==> src/design/b32idc_pkg.sv <==
`timescale 1ns / 1ps
// ----------------------------------------------------------------------------
// Base32 identifier checker package
// Character codes, layout limits, the uppercase value table and the
// character classification record shared by the checker modules.
// ----------------------------------------------------------------------------
package b32idc_pkg;

    localparam logic [7:0] C_COLON      = 8'h3A;
    localparam logic [7:0] C_UNDERSCORE = 8'h5F;
    localparam logic [7:0] C_DIGIT_0    = 8'h30;
    localparam logic [7:0] C_DIGIT_9    = 8'h39;
    localparam logic [7:0] C_UPPER_A    = 8'h41;
    localparam logic [7:0] C_UPPER_Z    = 8'h5A;
    localparam logic [7:0] C_LOWER_A    = 8'h61;
    localparam logic [7:0] C_LOWER_Z    = 8'h7A;
    localparam logic [7:0] C_UPPER_I    = 8'h49;
    localparam logic [7:0] C_UPPER_L    = 8'h4C;
    localparam logic [7:0] C_UPPER_O    = 8'h4F;
    localparam logic [7:0] C_UPPER_U    = 8'h55;

    localparam logic [4:0] C_MAX_LEN      = 5'd20;
    localparam logic [4:0] C_MIN_LEN      = 5'd9;
    localparam logic [4:0] C_BODY_MIN     = 5'd7;
    localparam logic [4:0] C_BODY_MAX     = 5'd13;
    localparam logic [4:0] C_POS_SAT      = 5'd21;
    localparam logic [4:0] C_SLUG_END     = 5'd7;
    localparam logic [4:0] C_BODY_NO_SLUG = 5'd2;
    localparam logic [4:0] C_POS_TYPE     = 5'd0;
    localparam logic [4:0] C_POS_SEP      = 5'd1;
    localparam logic [4:0] C_POS_SLUG     = 5'd2;

    // Value modulo 32 of each uppercase letter, indexed by its offset from A.
    // The letters I, L, O and U take 58 to 61 reduced modulo 32.
    localparam logic [4:0] C_UPPER_VALUE [32] = '{
        5'd10, 5'd11, 5'd12, 5'd13, 5'd14, 5'd15, 5'd16, 5'd17,
        5'd26, 5'd18, 5'd19, 5'd27, 5'd20, 5'd21, 5'd28, 5'd22,
        5'd23, 5'd24, 5'd25, 5'd26, 5'd29, 5'd27, 5'd28, 5'd29,
        5'd30, 5'd31, 5'd0,  5'd0,  5'd0,  5'd0,  5'd0,  5'd0
    };

    typedef struct packed {
        logic       is_colon;
        logic       is_under;
        logic       is_upper;
        logic       is_lower;
        logic       is_crock;
        logic [4:0] upper_val;
        logic [4:0] lower_val;
        logic [4:0] crock_val;
    } t_char_info;

endpackage

==> src/design/b32idc_char_class.sv <==
`timescale 1ns / 1ps
// ----------------------------------------------------------------------------
// Character classifier
// Sorts one byte into the classes the identifier layout needs and gives its
// checksum value for each class.
// ----------------------------------------------------------------------------
module b32idc_char_class (
    input  logic [7:0]             i_byte,
    output b32idc_pkg::t_char_info o_info
);

    logic       is_digit;
    logic       is_upper;
    logic       is_lower;
    logic       is_ilou;
    logic [7:0] upper_off;
    logic [7:0] lower_off;
    logic [7:0] digit_off;

    always_comb begin
        is_digit  = (i_byte >= b32idc_pkg::C_DIGIT_0) && (i_byte <= b32idc_pkg::C_DIGIT_9);
        is_upper  = (i_byte >= b32idc_pkg::C_UPPER_A) && (i_byte <= b32idc_pkg::C_UPPER_Z);
        is_lower  = (i_byte >= b32idc_pkg::C_LOWER_A) && (i_byte <= b32idc_pkg::C_LOWER_Z);
        is_ilou   = (i_byte == b32idc_pkg::C_UPPER_I) || (i_byte == b32idc_pkg::C_UPPER_L) ||
                    (i_byte == b32idc_pkg::C_UPPER_O) || (i_byte == b32idc_pkg::C_UPPER_U);
        upper_off = i_byte - b32idc_pkg::C_UPPER_A;
        lower_off = i_byte - b32idc_pkg::C_LOWER_A;
        digit_off = i_byte - b32idc_pkg::C_DIGIT_0;

        o_info.is_colon  = (i_byte == b32idc_pkg::C_COLON);
        o_info.is_under  = (i_byte == b32idc_pkg::C_UNDERSCORE);
        o_info.is_upper  = is_upper;
        o_info.is_lower  = is_lower;
        o_info.is_crock  = is_digit || (is_upper && !is_ilou);
        o_info.upper_val = b32idc_pkg::C_UPPER_VALUE[upper_off[4:0]];
        o_info.lower_val = lower_off[4:0];
        o_info.crock_val = is_digit ? digit_off[4:0]
                                    : b32idc_pkg::C_UPPER_VALUE[upper_off[4:0]];
    end

endmodule

==> src/design/base32_id_checksum_validator_core.sv <==
`timescale 1ns / 1ps
// ----------------------------------------------------------------------------
// Base32 identifier checksum validator
// Checks the layout and the modulo-32 checksum of a streamed identifier.
// ----------------------------------------------------------------------------
// The block takes one byte per clock cycle unless o_stall is high and gives one
// result for each byte marked final. Each byte is held in an input register,
// then classified and folded into a 5-bit running sum and a small position
// counter in the next cycle, and a final byte instead loads the result register.
// Input is stalled only when a final byte waits for the result register while an
// earlier result is still held there.
module base32_id_checksum_validator_core (
    input  logic       i_clk,
    input  logic       i_rst_n,
    input  logic       i_valid,
    output logic       o_stall,
    input  logic [7:0] i_text_byte,
    input  logic       i_is_final,
    output logic       o_valid,
    input  logic       i_stall,
    output logic       o_id_valid
);

    logic       r_s1_valid;
    logic       r_s1_final;
    logic [7:0] r_s1_byte;
    logic       n_s1_valid;

    logic [4:0] r_pos;
    logic [4:0] r_acc;
    logic       r_slug;
    logic       r_err;
    logic [4:0] n_pos;
    logic [4:0] n_acc;
    logic       n_slug;
    logic       n_err;

    logic       r_out_valid;
    logic       r_id_valid;
    logic       n_out_valid;

    logic       in_accept;
    logic       out_free;
    logic       s1_move;
    logic       ok;
    logic [4:0] data_first;
    logic [4:0] u_pos;
    logic [4:0] u_acc;
    logic       u_slug;
    logic       u_err;

    b32idc_pkg::t_char_info info;

    b32idc_char_class u_class (
        .i_byte (r_s1_byte),
        .o_info (info)
    );

    assign out_free  = !r_out_valid || !i_stall;
    assign s1_move   = r_s1_valid && (!r_s1_final || out_free);
    assign o_stall   = r_s1_valid && !s1_move;
    assign in_accept = i_valid && !o_stall;
    assign o_valid   = r_out_valid;
    assign o_id_valid = r_id_valid;

    always_comb begin
        u_pos  = r_pos;
        u_acc  = r_acc;
        u_slug = r_slug;
        u_err  = r_err;
        if (info.is_colon) begin
            u_pos  = '0;
            u_acc  = '0;
            u_slug = 1'b0;
            u_err  = 1'b0;
        end else begin
            if (r_pos < b32idc_pkg::C_MAX_LEN) begin
                if (r_pos == b32idc_pkg::C_POS_TYPE) begin
                    if (info.is_upper) begin
                        u_acc = r_acc + info.upper_val;
                    end else begin
                        u_err = 1'b1;
                    end
                end else if (r_pos == b32idc_pkg::C_POS_SEP) begin
                    if (!info.is_under) begin
                        u_err = 1'b1;
                    end
                end else begin
                    u_slug = r_slug || ((r_pos == b32idc_pkg::C_POS_SLUG) && info.is_lower);
                    if (u_slug && (r_pos < b32idc_pkg::C_SLUG_END)) begin
                        if (info.is_lower) begin
                            u_acc = r_acc + info.lower_val;
                        end else begin
                            u_err = 1'b1;
                        end
                    end else if (info.is_crock) begin
                        u_acc = r_acc + info.crock_val;
                    end else begin
                        u_err = 1'b1;
                    end
                end
            end
            if (r_pos < b32idc_pkg::C_POS_SAT) begin
                u_pos = r_pos + 5'd1;
            end
        end

        data_first = u_slug ? b32idc_pkg::C_SLUG_END : b32idc_pkg::C_BODY_NO_SLUG;
        ok = !u_err
            && (u_pos >= b32idc_pkg::C_MIN_LEN) && (u_pos <= b32idc_pkg::C_MAX_LEN)
            && (u_pos >= data_first + b32idc_pkg::C_BODY_MIN)
            && (u_pos <= data_first + b32idc_pkg::C_BODY_MAX)
            && (u_acc == 5'd0);

        n_pos  = r_pos;
        n_acc  = r_acc;
        n_slug = r_slug;
        n_err  = r_err;
        if (s1_move) begin
            if (r_s1_final) begin
                n_pos  = '0;
                n_acc  = '0;
                n_slug = 1'b0;
                n_err  = 1'b0;
            end else begin
                n_pos  = u_pos;
                n_acc  = u_acc;
                n_slug = u_slug;
                n_err  = u_err;
            end
        end

        priority if (in_accept) begin
            n_s1_valid = 1'b1;
        end else if (s1_move) begin
            n_s1_valid = 1'b0;
        end else begin
            n_s1_valid = r_s1_valid;
        end

        priority if (s1_move && r_s1_final) begin
            n_out_valid = 1'b1;
        end else if (r_out_valid && !i_stall) begin
            n_out_valid = 1'b0;
        end else begin
            n_out_valid = r_out_valid;
        end
    end

    always_ff @(posedge i_clk) begin
        if (!i_rst_n) begin
            r_s1_valid  <= 1'b0;
            r_out_valid <= 1'b0;
            r_pos       <= '0;
            r_acc       <= '0;
            r_slug      <= 1'b0;
            r_err       <= 1'b0;
        end else begin
            r_s1_valid  <= n_s1_valid;
            r_out_valid <= n_out_valid;
            r_pos       <= n_pos;
            r_acc       <= n_acc;
            r_slug      <= n_slug;
            r_err       <= n_err;
        end
    end

    always_ff @(posedge i_clk) begin
        if (in_accept) begin
            r_s1_byte  <= i_text_byte;
            r_s1_final <= i_is_final;
        end
        if (s1_move && r_s1_final) begin
            r_id_valid <= ok;
        end
    end

    a_reset_clears_result: assert property (@(posedge i_clk)
        !i_rst_n |=> !o_valid)
        else $error("Result register valid after reset.");

    a_stall_only_on_blocked_final: assert property (@(posedge i_clk) disable iff (!i_rst_n)
        o_stall |-> (r_s1_valid && r_s1_final && r_out_valid && i_stall))
        else $error("Input stalled without a blocked final byte.");

    a_position_saturates: assert property (@(posedge i_clk) disable iff (!i_rst_n)
        r_pos <= b32idc_pkg::C_POS_SAT)
        else $error("Suffix position beyond saturation.");

    a_final_clears_state: assert property (@(posedge i_clk) disable iff (!i_rst_n)
        (s1_move && r_s1_final) |=> (r_pos == 5'd0 && r_acc == 5'd0 && !r_slug && !r_err))
        else $error("State not cleared after a final byte.");

    a_slug_after_separator: assert property (@(posedge i_clk) disable iff (!i_rst_n)
        r_slug |-> (r_pos > b32idc_pkg::C_POS_SLUG))
        else $error("Slug flag set before the slug position.");

endmodule
==> config.mk <==
export PLATFORM = sky130hd
export DESIGN_NAME = base32_id_checksum_validator_core
export DESIGN_NICKNAME = d
export VERILOG_FILES = /design/src/design/b32idc_pkg.sv /design/src/design/b32idc_char_class.sv /design/src/design/base32_id_checksum_validator_core.sv
export SDC_FILE = /design/constraint.sdc
export NUM_CORES = 1
export LEC_CHECK = 0
export ABC_CLOCK_PERIOD_IN_PS = 10200
export BUFFER_PORTS_ARGS = -buffer_cell sky130_fd_sc_hd__buf_2
export CAP_MARGIN = 5
export CORE_ASPECT_RATIO = 1.75
export CORE_MARGIN = 10
export CORE_UTILIZATION = 60
export CTS_CLUSTER_DIAMETER = 40
export DETAILED_ROUTE_END_ITERATION = 7
export GPL_TIMING_DRIVEN = 0
export PLACE_DENSITY = 0.9
export RECOVER_POWER = 25
export SLEW_MARGIN = 20
export SYNTH_ARGS = -nofsm -noshare
export SYNTH_HDL_FRONTEND = slang
export SYNTH_HIERARCHICAL = 1
export SYNTH_SLANG_ARGS = --single-unit
==> constraint.sdc <==
create_clock -name i_clk -period 10.2 [get_ports i_clk]
set_input_delay 0.51 -clock i_clk [delete_from_list [all_inputs] [get_ports i_clk]]
set_output_delay 0.51 -clock i_clk [all_outputs]
set_load 0.01 [all_outputs]
* After elaboration in Yosys (flattened, before gate mapping)
Memories as Yosys holds them, arrays and structs flattened. Index checks and enable logic that the tools add are counted.
Cells by class: magnitude comparators 14, bitwise operators 1, $add $sub $neg 9, mux-type cells 35, equal/unequal tests 8, reduce and logical (&&, ||, !) cells 34
Operator list (number):
- $mux W5 | 15
- $eq A8 B7 Y1 const B | 5
- $mux W1 | 19
- $ge A8 B7 Y1 const B | 2
- $le A8 B7 Y1 const B | 2
- $logic_and A1 B1 Y1 | 16
- $add A5 B5 Y5 | 3
- $logic_not A5 Y1 | 2
- $lt A5 B5 Y1 const B | 2
- $sub A5 B1 Y5 const B | 2
- $eq A8 B6 Y1 const B | 1
- $ge A8 B6 Y1 const B | 1
- $le A8 B6 Y1 const B | 1
- $logic_not A1 Y1 | 7
- $logic_or A1 B1 Y1 | 7
- $ge A6 B6 Y1 const B | 1
- $not A5 Y6 | 1
- $add A3 B4 Y5 const B | 1
- $add A5 B1 Y5 const B | 1
- $eq A5 B1 Y1 const B | 1
- $eq A5 B2 Y1 const B | 1
- $ge A5 B4 Y1 | 1
- $ge A5 B4 Y1 const B | 1
- $le A5 B5 Y1 | 1
- other kinds (6) | 7
Storage, ports and cells: memory bits (read-only) 160, logic and storage cells 111, memories 1, input port bits 13, register bits after elaboration 24, output and inout bits 3
Memories:
- (no name shown) | words 32, width 5, read ports 1, clocked after memory_dff 0, wr ports 0, line b32idc_char_class.sv:35 | o_info.upper_val = b32idc_pkg::C_UPPER_VALUE[upper_off[4:0]];

* Longest topological paths before layout
Gate-level depths: netlist (run 1).
word-level depth 19, gate-level depth with buffers 19, mapped depth without buffers 18

* Cells and area by module
The synthesis (run 1) kept the hierarchy.
Modules (own cells, without submodules):
- base32_id_checksum_validator_core | sequential area each 580.6 um^2, times used 1, area an instance 1981.9 um^2, cells each 210
- b32idc_char_class | sequential area each 0.0 um^2, times used 1, area an instance 864.6 um^2, cells each 123

* Worst setup path before layout (run 1)
No wires, ideal clock.
path type reg2reg, start point reg r_s1_byte[0], end point reg r_id_valid (netlist: o_id_valid), data pin, slack 5.554 ns, clock period less this slack 4.646 ns, arrival 4.391 ns, stages on the path, launching flop included 20, buffers on the path 1, setup time 0.255 ns, required time 9.945 ns, path through edfxtp_1 > clkbuf_1 > inv_1 > ha_1 > xor2_1 > inv_1 > ha_1 > inv_1 > a21oi_1 > or4b_1 > o211a_1 > mux2_4 > ha_1 > a21oi_1 > a21oi_1 > o211ai_1 > o31ai_1 > a2111oi_1 > nor4_1 > and3_1
RTL lines:
- start: declaration | line base32_id_checksum_validator_core.sv:26 | logic [7:0] r_s1_byte;
- start signal: assignment | line base32_id_checksum_validator_core.sv:170 | r_s1_byte <= i_text_byte;
- end signal: assignment | line base32_id_checksum_validator_core.sv:174 | r_id_valid <= ok;
- end: declaration | line base32_id_checksum_validator_core.sv:39 | logic r_id_valid;

==> results.md, run 1 <==
- Status: finished clean
- Mean Syn Cell Area: ~8.5 um2
- Vias in the first global route: 2687
- Rel. slew slack: 0.2786
- Leak Pwr: around 0.0013 uW
- Cell row count: 33
- Skew final: 0.006238 ns
- GRT overflow: 0
- Worst-margin pin slew: about 1.1 ns
- Initial antenna violation count: 0
- Combinational power share: 0.293
- Total negative slack: 0 ns
- Synth warn: 6
- Share of layout cells above drive strength 1: 0.1420
- Top cell type's share of synthesized area: 0.1407
- Pins over their slew limit: 0
- Tcrit/Tclk final: 0.5842
- Setup crit end: o_id_valid$_DFFE_PP_
- First-pass GRT wire length: roughly 13000 um
- Seq. cell area: approximately 580 um2
- Register area share after synthesis: 0.2040
- Initial DRT Pass Iterations: 5
- H-tree Lvls: 1
- Initial DRC Count: 222
- Clock network power share: 0.310
- Reg power frac: 0.397
- Detailed Place HPWL: 5964 um
- Switch Pwr: between 80 and 90 uW
- Die ar.: between 0.008 and 0.009 mm2
- Endpoints failing hold: 0
- Most numerous cell in the Yosys netlist: ha_1
- Number of synthesized flops with an enable pin: 10
- Syn_nets: roughly 380
- Predominant post-synthesis flop cell: dfxtp_1
- Maxcap violations: 0
- Post CTS Setup Buffer Count: 0
- DR WL/cell: around 19 um
- CTS Buffer Depth: 2
- Layout Nets: 401
- Mapped Cells: roughly 330
- Largest area contributor in the netlist: ha_1
- Resized cells post-CTS: 0
- Endpoints failing setup: 0
- Met1 Use GR: 0.1749
- Post-DRT Antenna Nets: 0
- Reg2reg start: r_s1_byte[0]$_DFFE_PP_
- CP arrival: between 5 and 6 ns
- Crit path required time: ~10 ns
- Area grow syn2layout: 7.428%
- Startpoint types: flop
- GR peak layer: met2
- Post-synth ARST share: 0
- Largest net degree at the start of global routing: 15
- CTS tree: built
- R2r setup slk: 4.24 ns
- Diode count: 0
- Io pins: 16
- CTS clock-pin slew for the worst setup and hold paths: about 0.080 ns
- Detailed Route WL: approximately 7600 um
- Worst skew pair latency: 0.27 ns
- Mapped cell area: around 0.0028 mm2
- Placed Area: approximately 0.0030 mm2
- Met3 Use GR: 0.01971
- WS Path Type: flop to flop
- Starting Density: 0.6155
- Post-CTS Hold Fix Bufs: 0
- Setup crit end kind: flop
- Routability congestion estimate: slightly below 1
- Post-synthesis sequential element count: 24
- Peak VDD IR: around 0.16 mV
- CTS buffer count: 3
- Die Y: approximately 110 um
- RSZ-0062 raised after global routing: false
- Sw frac: 0.3023
- M2 GR Usage: 0.3450
- I/O Buffers: 15
- Synth cell types: 78
- CTS sink count: 24
- Hold crit path type: input port to flop
- Routed via count: 2737
- Critical Path Source: r_s1_byte[0]$_DFFE_PP_
- Reg2reg end: o_id_valid$_DFFE_PP_
- Reg2reg path depth: 19
- Power per Cell Area: between 80 and 90 mW/mm2
- Crit path max fanout: 10
- # fillers: a little under 400
- Core area: 0.004624 mm2
- P_int: between 150 and 200 uW
- Synth top cells by count: ha_1, a21oi_1, nor2_1
- Design Area, Final: 0.003058 mm2
- Multi-input gate area: ~0.0021 mm2
- All-Layer GR Usage: 0.1868
- Largest cells by area after synthesis: ha_1, edfxtp_1, dfxtp_1
- # DRC: 0
- Post-layout min period: 5.959 ns
- Detailed-route vias per instance: between 6 and 7
- Die Wd: 72.07 um
- Fmax: around 170 MHz
- Clock root buffer: clkbuf_8
==> worst max-delay path, cell delays in order, from the launching register on <==
cell	delay, ns
edfxtp_1	0.53
clkbuf_1	0.43
inv_1	0.28
ha_1	0.35
xor2_1	0.53
inv_1	0.20
ha_1	0.28
inv_1	0.08
a21oi_1	0.06
or4b_1	0.51
o211a_1	0.15
mux2_4	0.27
ha_1	0.34
nand3_1	0.11
and3_1	0.18
o211ai_1	0.16
o31ai_1	0.11
a2111oi_1	0.73
nor4_1	0.16
and3_1	0.24
==> power groups by stage <==
stage	sequential [uW]	clock [uW]	combinational [uW]
2_1_floorplan	109	0	59.1
3_3_place_gp	110	0	75.9
3_5_place_dp	110	0	77.5
4_1_cts	108	84.1	78.1
5_1_grt	108	87.8	87.6
6_report	108	84.3	79.6
==> per-layer routing <==
layer | routed length [um] | share of wire | up-vias
li1 | - | - | 1290
met1 | 2557 | 0.34 | 1276
met2 | 4208 | 0.55 | 128
met3 | 324 | 0.043 | 43
met4 | 531 | 0.070 | 0
met5 | 0 | 0 | -
==> state kept, by name (all words and copies together) (netlist names) <==
register / count
r_s1_valid: 1
r_s1_byte: 8
r_slug: 1
r_s1_final: 1
r_err: 1
o_valid: 1
r_acc: 5
r_pos: 5
o_id_valid: 1
==> cells by family after synthesis <==
kind of cell / synth area share
muxes: 0.02901
DFF: 0.2040
adders and majority gates: 0.1618
AOI/OAI and AO/OA: 0.2747
and+or+nand+nor: 0.2264
buffers and inverters: 0.05583
xor gates and xnor gates: 0.04835
==> metrics by stage <==
step                instances    util  hold WS (ns)  setup WS, ns  power, uW
floorplan                 333       -        0.4494         5.554      168.1
global placement          400  0.6458        0.4629         4.523      185.8
detailed placement        400  0.6458        0.4695         4.423      187.6
CTS                       404  0.6613        0.4104         4.389      270.1
global route              404  0.6613        0.3999         3.962      283.9
finish                    404  0.6613        0.4099         4.241      271.9
==> worst min-delay path by stage <==
stage	endpoint	from	cells after the start
floorplan	r_acc[4]$_SDFFE_PN0P_	r_acc[4]$_SDFFE_PN0P_	2
global placement	r_acc[4]$_SDFFE_PN0P_	r_acc[4]$_SDFFE_PN0P_	2
detailed placement	r_acc[4]$_SDFFE_PN0P_	r_acc[4]$_SDFFE_PN0P_	2
CTS	r_s1_byte[0]$_DFFE_PP_	i_text_byte[0]	1
global route	r_s1_byte[0]$_DFFE_PP_	i_text_byte[0]	1
finish	r_s1_byte[6]$_DFFE_PP_	i_text_byte[6]	1
==> cells in the final DEF, fill, tap and decap left out, types with 3 or more instances in the layout <==
master and instances:
ha_1 32, clkbuf_8 3, edfxtp_1 10, o21a_1 3, nor2_1 20, o2111ai_1 3, fa_1 3, mux2i_1 3
clkbuf_1 7, dfxtp_1 14, xor2_1 6, nor4_1 3, o22ai_1 5, inv_1 16, o21ai_0 12, nor2b_1 15
nand2_1 19, a21oi_1 22, nand2b_1 4, nor3_1 10, a21boi_0 5, buf_4 5, a22oi_1 11, a21o_1 7
nand3_1 13, buf_2 19, xnor2_1 6, o221ai_1 3, o211ai_1 3, and3_1 4, a31oi_1 5
==> final cells by class <==
class	count	area share
Multi-Input combinational cell	275	0.6890
Sequential cell	24	0.1899
Buffer	17	0.03110
Timing Repair Buffer	15	0.02455
Tap cell	52	0.02128
Inverter	17	0.02087
Clock buffer	3	0.01350
Clock inverter	1	0.009820
Power figures use the tool's default switching activity.
==> inputs of run 2 (changes only) <==
Settings changed: ABC_CLOCK_PERIOD_IN_PS 10200 to 5500.
Clock period 10.2 ns to 5.5 ns, I/O delays scaled along.
==> run 2 against run 1 <==
Final cell count is the same. Clock skew shrank 0.0016 ns. Via count shrank 1.4%. Sequential power grew 86%. Sequential cell count is the same. Critical path type unchanged.
==> results.md, run 2 (synthesis results as in run 1) <==
- Top reg by flops: r_s1_byte
- GRT overflow: 0 (unchanged)
- Rel. slew slack: 0.2814 (+0.002787)
- CTS clock-pin slew for the worst setup and hold paths: 0.08 ns (about the same)
- Fmax: 192.3 MHz (+15%)
- Placed insts: 400 (unchanged)
- Pins over their slew limit: 0 (unchanged)
- RSZ-0062 raised after global routing: false
- Clock root buffer: clkbuf_8
- Io pins: 16 (unchanged)
- CTS Buffer Depth: 2 (unchanged)
- Seq. cell area: 580.6 um2 (unchanged)
- Status: finished clean
- Resized cells post-CTS: 2 (+2)
- Diode count: 0 (unchanged)
- Most frequent cells in the layout: ha_1, a21oi_1, nor2_1
- Reg2reg path depth: 19 (unchanged)
- # DRC: 0 (unchanged)
- Fin util: 0.6675 (+0.006223)
- Die Wd: 72.07 um (unchanged)
- Hold crit path type: input port to flop
- Design Area, Final: 0.003087 mm2 (+0.94%)
- Starting Density: 0.6155 (unchanged)
- Startpoint types: flop
- Endpoints failing hold: 0 (unchanged)
- Post CTS Setup Buffer Count: 0 (unchanged)
- DR WL/cell: 18.97 um (+0.55%)
- Max FFs per register: 8 (unchanged)
- Power per Cell Area: 164.1 mW/mm2 (+85%)
- Setup crit end kind: flop
- Hold path cells: 1 (unchanged)
- Post-layout min period: 5.201 ns (-0.7587 ns)
- Initial DRT Pass Iterations: 5 (unchanged)
- Crit path required time: 5.53 ns (-4.69 ns)
- Initial antenna violation count: 0 (unchanged)
- I/O Buffers: 15 (unchanged)
- Maxcap violations: 0 (unchanged)
- WS Path Type: flop to flop
- Top flop regs: r_s1_byte: 8 flops, r_acc: 5 flops, r_pos: 5 flops
- Largest net degree at the start of global routing: 15 (unchanged)
- Share of layout cells above drive strength 1: 0.1563 (+0.01420)
- Detailed-route vias per instance: 6.678 (-1.4%)
- CP arrival: 5.23 ns (-0.75 ns)
- Worst-margin pin slew: 1.064 ns (-0.004126 ns)
- Initial DRC Count: 228 (+2.7%)
- Post-CTS Hold Fix Bufs: 0 (unchanged)
- Core area: 0.004624 mm2 (unchanged)
- Cell row count: 33 (unchanged)
- CTS buffer count: 3 (unchanged)
- H-tree Lvls: 1 (unchanged)
- Worst skew pair latency: 0.27 ns (about the same)
- First-pass GRT wire length: 12610 um (+0.38%)
- Finished Layout Cells: 404 (unchanged)
- Peak VDD IR: 0.3007 mV (+84%)
- Endpoints failing setup: 0 (unchanged)
- Placed Area: 0.002987 mm2 (unchanged)
- CTS sink count: 24 (unchanged)
- Routed via count: 2698 (-1.4%)
- # fillers: 398 (unchanged)
- CTS tree: built
- Die ar.: 0.008008 mm2 (unchanged)
- Post-DRT Antenna Nets: 0 (unchanged)
- Commonest non-fill, non-tap cell in the layout: ha_1
- Die Y: 111.1 um (unchanged)
- Tcrit/Tclk final: 0.9456 (+0.3613)
- Leak Pwr: 0.001274 uW (+0.69%)
- Crit path max fanout: 10 (unchanged)
- Detailed Route WL: 7663 um (+0.55%)
- Multi-input gate area: 0.002133 mm2 (+1.2%)
- Skew final: 0.004667 ns (-0.001571 ns)
- All-Layer GR Usage: 0.1875 (+0.0007055)
- Routability congestion estimate: 0.9716 (unchanged)
- Detailed Place HPWL: 5964 um (unchanged)
- Area grow syn2layout: 8.440%
- Vias in the first global route: 2665 (-0.82%)
- Layout Nets: 401 (unchanged)
[run 2: critical path: stages (launching register included)]
cell	delay (ns)
edfxtp_1	0.53
clkbuf_2	0.27
inv_1	0.26
ha_2	0.34
xor2_4	0.27
inv_1	0.14
ha_1	0.24
inv_1	0.09
a21oi_1	0.06
or4b_1	0.51
o211a_1	0.15
mux2_4	0.27
ha_1	0.34
nand3_1	0.11
and3_1	0.18
o211ai_1	0.16
o31ai_1	0.12
a2111oi_2	0.54
nor4_1	0.14
and3_1	0.23
[run 2: power breakdown]
part	internal, uW	switching [uW]	total (uW)
Clock	97.4	58.3	156
Combinational	64.2	86.0	150
Sequential	192	8.84	201
[run 2: stage by stage]
| step | hold slack [ns] | setup WS [ns] | total power (uW) | TNS [ns] |
|---|---|---|---|---|
| 3_5_place_dp | 0.4536 | -0.2766 | 348.0 | -0.2766 |
| 3_3_place_gp | 0.4521 | -0.1770 | 344.7 | -0.1770 |
| 2_1_floorplan | 0.3739 | 0.8537 | 311.8 | 0 |
| 5_1_grt | 0.1649 | 0.06714 | 529.4 | 0 |
| 6_report | 0.1739 | 0.2994 | 506.5 | 0 |
| 4_1_cts | 0.1754 | 0.05768 | 502.1 | 0 |
[run 2: area by class of cell]
| class | count | area share |
|---|---|---|
| tap | 52 | 0.02108 |
| inverter | 17 | 0.02067 |
| multi-input combinational | 275 | 0.6911 |
| clock buffer | 3 | 0.01338 |
| timing repair buffer | 15 | 0.02432 |
| clock inverter | 1 | 0.009728 |
| buffer | 17 | 0.03162 |
| sequential | 24 | 0.1881 |
[run 2: layer usage]
layer / share of wire / wire length [um] / global-route usage
met2: 0.56 / 4328 / 0.3492
met5: 0 / 0 / 0
met1: 0.35 / 2656 / 0.1775
met4: 0.057 / 435 / 0.1323
met3: 0.032 / 242 / 0.01971
[run 2: worst paths after layout]
check	startpoint	endpoint	slack, ns
worst max-delay path	r_s1_byte[0]$_DFFE_PP_	o_id_valid$_DFFE_PP_	0.30
worst max register to register	r_s1_byte[0]$_DFFE_PP_	o_id_valid$_DFFE_PP_	0.30
worst min register to register	r_acc[4]$_SDFFE_PN0P_	r_acc[4]$_SDFFE_PN0P_	0.50
worst min-delay path	i_text_byte[6]	r_s1_byte[6]$_DFFE_PP_	0.17
==> inputs of run 3 (changes only) <==
Settings changed: RECOVER_POWER 25 to 100.
==> run 3 against run 2 <==
Worst hold slack better by 0.0014 ns. Die area unchanged. Highest routed layer unchanged. Combinational power about the same. Critical path depth unchanged.
==> results.md, run 3 (synthesis results as in run 1) <==
- Post-CTS Hold Fix Bufs: 0 (unchanged)
- Share of layout cells above drive strength 1: 0.1364 (-0.01989)
- Startpoint types: flop
- CP max stage delay: 0.56 ns (+0.02 ns)
- Cell mode on critical path: inv_1
- Setup crit end: o_id_valid$_DFFE_PP_
- Finished Layout Cells: 404 (unchanged)
- Skew final: 0.004773 ns (+0.0001059 ns)
- R2r setup slk: 0.29 ns (about the same)
- Status: finished clean
- Max FFs per register: 8 (unchanged)
- All-Layer GR Usage: 0.1875 (unchanged)
- CTS buffer count: 3 (unchanged)
- Detailed-route vias per instance: 6.738 (+0.89%)
- Starting Density: 0.6155 (unchanged)
- DR WL/cell: 18.92 um (-0.26%)
- Worst path slowest cell: a2111oi_2
- Reg2reg end: o_id_valid$_DFFE_PP_
- Reg2reg path depth: 19 (unchanged)
- Initial DRC Count: 217 (-4.8%)
- Post-layout min period: 5.207 ns (+0.006236 ns)
- Rel. slew slack: 0.2940 (+0.01269)
- Worst-margin pin slew: 1.045 ns (-0.01879 ns)
- Tcrit/Tclk final: 0.9467 (+0.001134)
- # DRC: 0 (unchanged)
- Commonest non-fill, non-tap cell in the layout: ha_1
- Area grow syn2layout: 7.604%
- Detailed Route WL: 7643 um (-0.26%)
- Clock root buffer: clkbuf_8
- Post-DRT Antenna Nets: 0 (unchanged)
- Power per Cell Area: 164.9 mW/mm2 (+0.50%)
- Maxcap violations: 0 (unchanged)
- Critical Path Source: r_s1_byte[0]$_DFFE_PP_
- RSZ-0062 raised after global routing: false
- Vias in the first global route: 2665 (unchanged)
- Leak Pwr: 0.001247 uW (-2.1%)
- Bufs and invs on worst path: 4 (unchanged)
- Die ar.: 0.008008 mm2 (unchanged)
- Crit-path cells: clkbuf_2 > inv_1 > ha_2 > xor2_4 > inv_1 > ha_1 > inv_1 > a21oi_1 > or4b_1 > o211a_1 > mux2_4 > ha_1 > nand3_1 > and3_1 > o211ai_1 > o31ai_1 > a2111oi_2 > nor4_1 > and3_1
- Reg2reg start: r_s1_byte[0]$_DFFE_PP_
- Total power: 505.1 uW (-0.27%)
- CTS Buffer Depth: 2 (unchanged)
- Layout Nets: 401 (unchanged)
- CTS tree: built
- Fmax: 192.1 MHz (-0.12%)
- Placed insts: 400 (unchanged)
- CP arrival: 5.23 ns (about the same)
- Crit path max fanout: 10 (unchanged)
- Total negative slack: 0 ns (unchanged)
- Peak VDD IR: 0.3007 mV (about the same)
- Cell row count: 33 (unchanged)
- H-tree Lvls: 1 (unchanged)
- Detailed Place HPWL: 5964 um (unchanged)
- Die Wd: 72.07 um (unchanged)
- Core area: 0.004624 mm2 (unchanged)
- Routability congestion estimate: 0.9716 (unchanged)
- Post CTS Setup Buffer Count: 0 (unchanged)
- Top flop regs: r_s1_byte: 8 flops, r_acc: 5 flops, r_pos: 5 flops
- WS Path Type: flop to flop
- Crit path max-delay family: simple AND/OR/NAND/NOR gates
- Hold crit path type: input port to flop
- Io pins: 16 (unchanged)
- Endpoints failing hold: 0 (unchanged)
- Design Area, Final: 0.003063 mm2 (-0.77%)
- I/O Buffers: 15 (unchanged)
- Placed Area: 0.002987 mm2 (unchanged)
- Crit path required time: 5.52 ns (about the same)
- CP Depth: 19 (unchanged)
- GRT overflow: 0 (unchanged)
- Top reg by flops: r_s1_byte
- Most frequent cells in the layout: ha_1, a21oi_1, nor2_1
- Initial antenna violation count: 0 (unchanged)
- First-pass GRT wire length: 12610 um (unchanged)
- Endpoints failing setup: 0 (unchanged)
- CTS clock-pin slew for the worst setup and hold paths: 0.08 ns (about the same)
- Pins over their slew limit: 0 (unchanged)
- Initial DRT Pass Iterations: 5 (unchanged)
- Diode count: 0 (unchanged)
- Routed via count: 2722 (+0.89%)
- Worst skew pair latency: 0.27 ns (about the same)
- CTS sink count: 24 (unchanged)
- Setup crit end kind: flop
- Largest net degree at the start of global routing: 15 (unchanged)
- Die Y: 111.1 um (unchanged)
-- run 3: cell count changes in the layout (fill, tap and decap cells not counted), sizes merged --
cell,delta
buf,-5
clkbuf,+5
-- run 3: area by class of cell --
class / count / area [um2]
inverters: 17 / 63.81
clock inverters: 1 / 30.03
clock buffers: 3 / 41.29
multi-input cells: 275 / 2118
plain buffers: 17 / 92.59
flip-flops and latches: 24 / 580.6
fillers: 403 / 1562
well taps: 52 / 65.06
repair buffers: 15 / 71.32
-- run 3: where the power goes --
group	total (uW)	leakage, uW	internal [uW]	switching, uW
logic	149	0.00100	63.5	85.7
registers	201	0.000210	192	8.93
clock network	155	0.0000357	97.4	57.8
-- run 3: timing repair --
action                     4_1_cts  5_1_grt
setup endpoints to repair        2        2
cloned                           0        0
resized for setup                2        6
-- run 3: through the flow --
| stage | hold WS, ns | setup slack (ns) | util |
|---|---|---|---|
| floorplan | 0.3739 | 0.8537 | - |
| global placement | 0.4521 | -0.1770 | 0.6458 |
| detailed placement | 0.4536 | -0.2766 | 0.6458 |
| CTS | 0.1754 | 0.05768 | 0.6640 |
| global route | 0.1649 | 0.03901 | 0.6623 |
| finish | 0.1754 | 0.2931 | 0.6623 |
-- run 3: worst min-delay path by stage --
stage,startpoint,endpoint,slack (ns),cells past startpoint
3_5_place_dp,i_text_byte[0],r_s1_byte[0]$_DFFE_PP_,0.45,1
5_1_grt,i_text_byte[0],r_s1_byte[0]$_DFFE_PP_,0.16,1
2_1_floorplan,i_text_byte[0],r_s1_byte[0]$_DFFE_PP_,0.37,0
4_1_cts,i_text_byte[0],r_s1_byte[0]$_DFFE_PP_,0.18,1
3_3_place_gp,i_text_byte[2],r_s1_byte[2]$_DFFE_PP_,0.45,1
6_report,i_text_byte[0],r_s1_byte[0]$_DFFE_PP_,0.18,1
-- run 3: routing by layer --
metal | wire length, um | GRT usage | vias to the layer above
met2 | 4336 | 0.3492 | 108
met1 | 2608 | 0.1775 | 1288
met4 | 429 | 0.1323 | 0
li1 | - | - | 1290
met5 | 0 | 0 | -
met3 | 269 | 0.01971 | 36
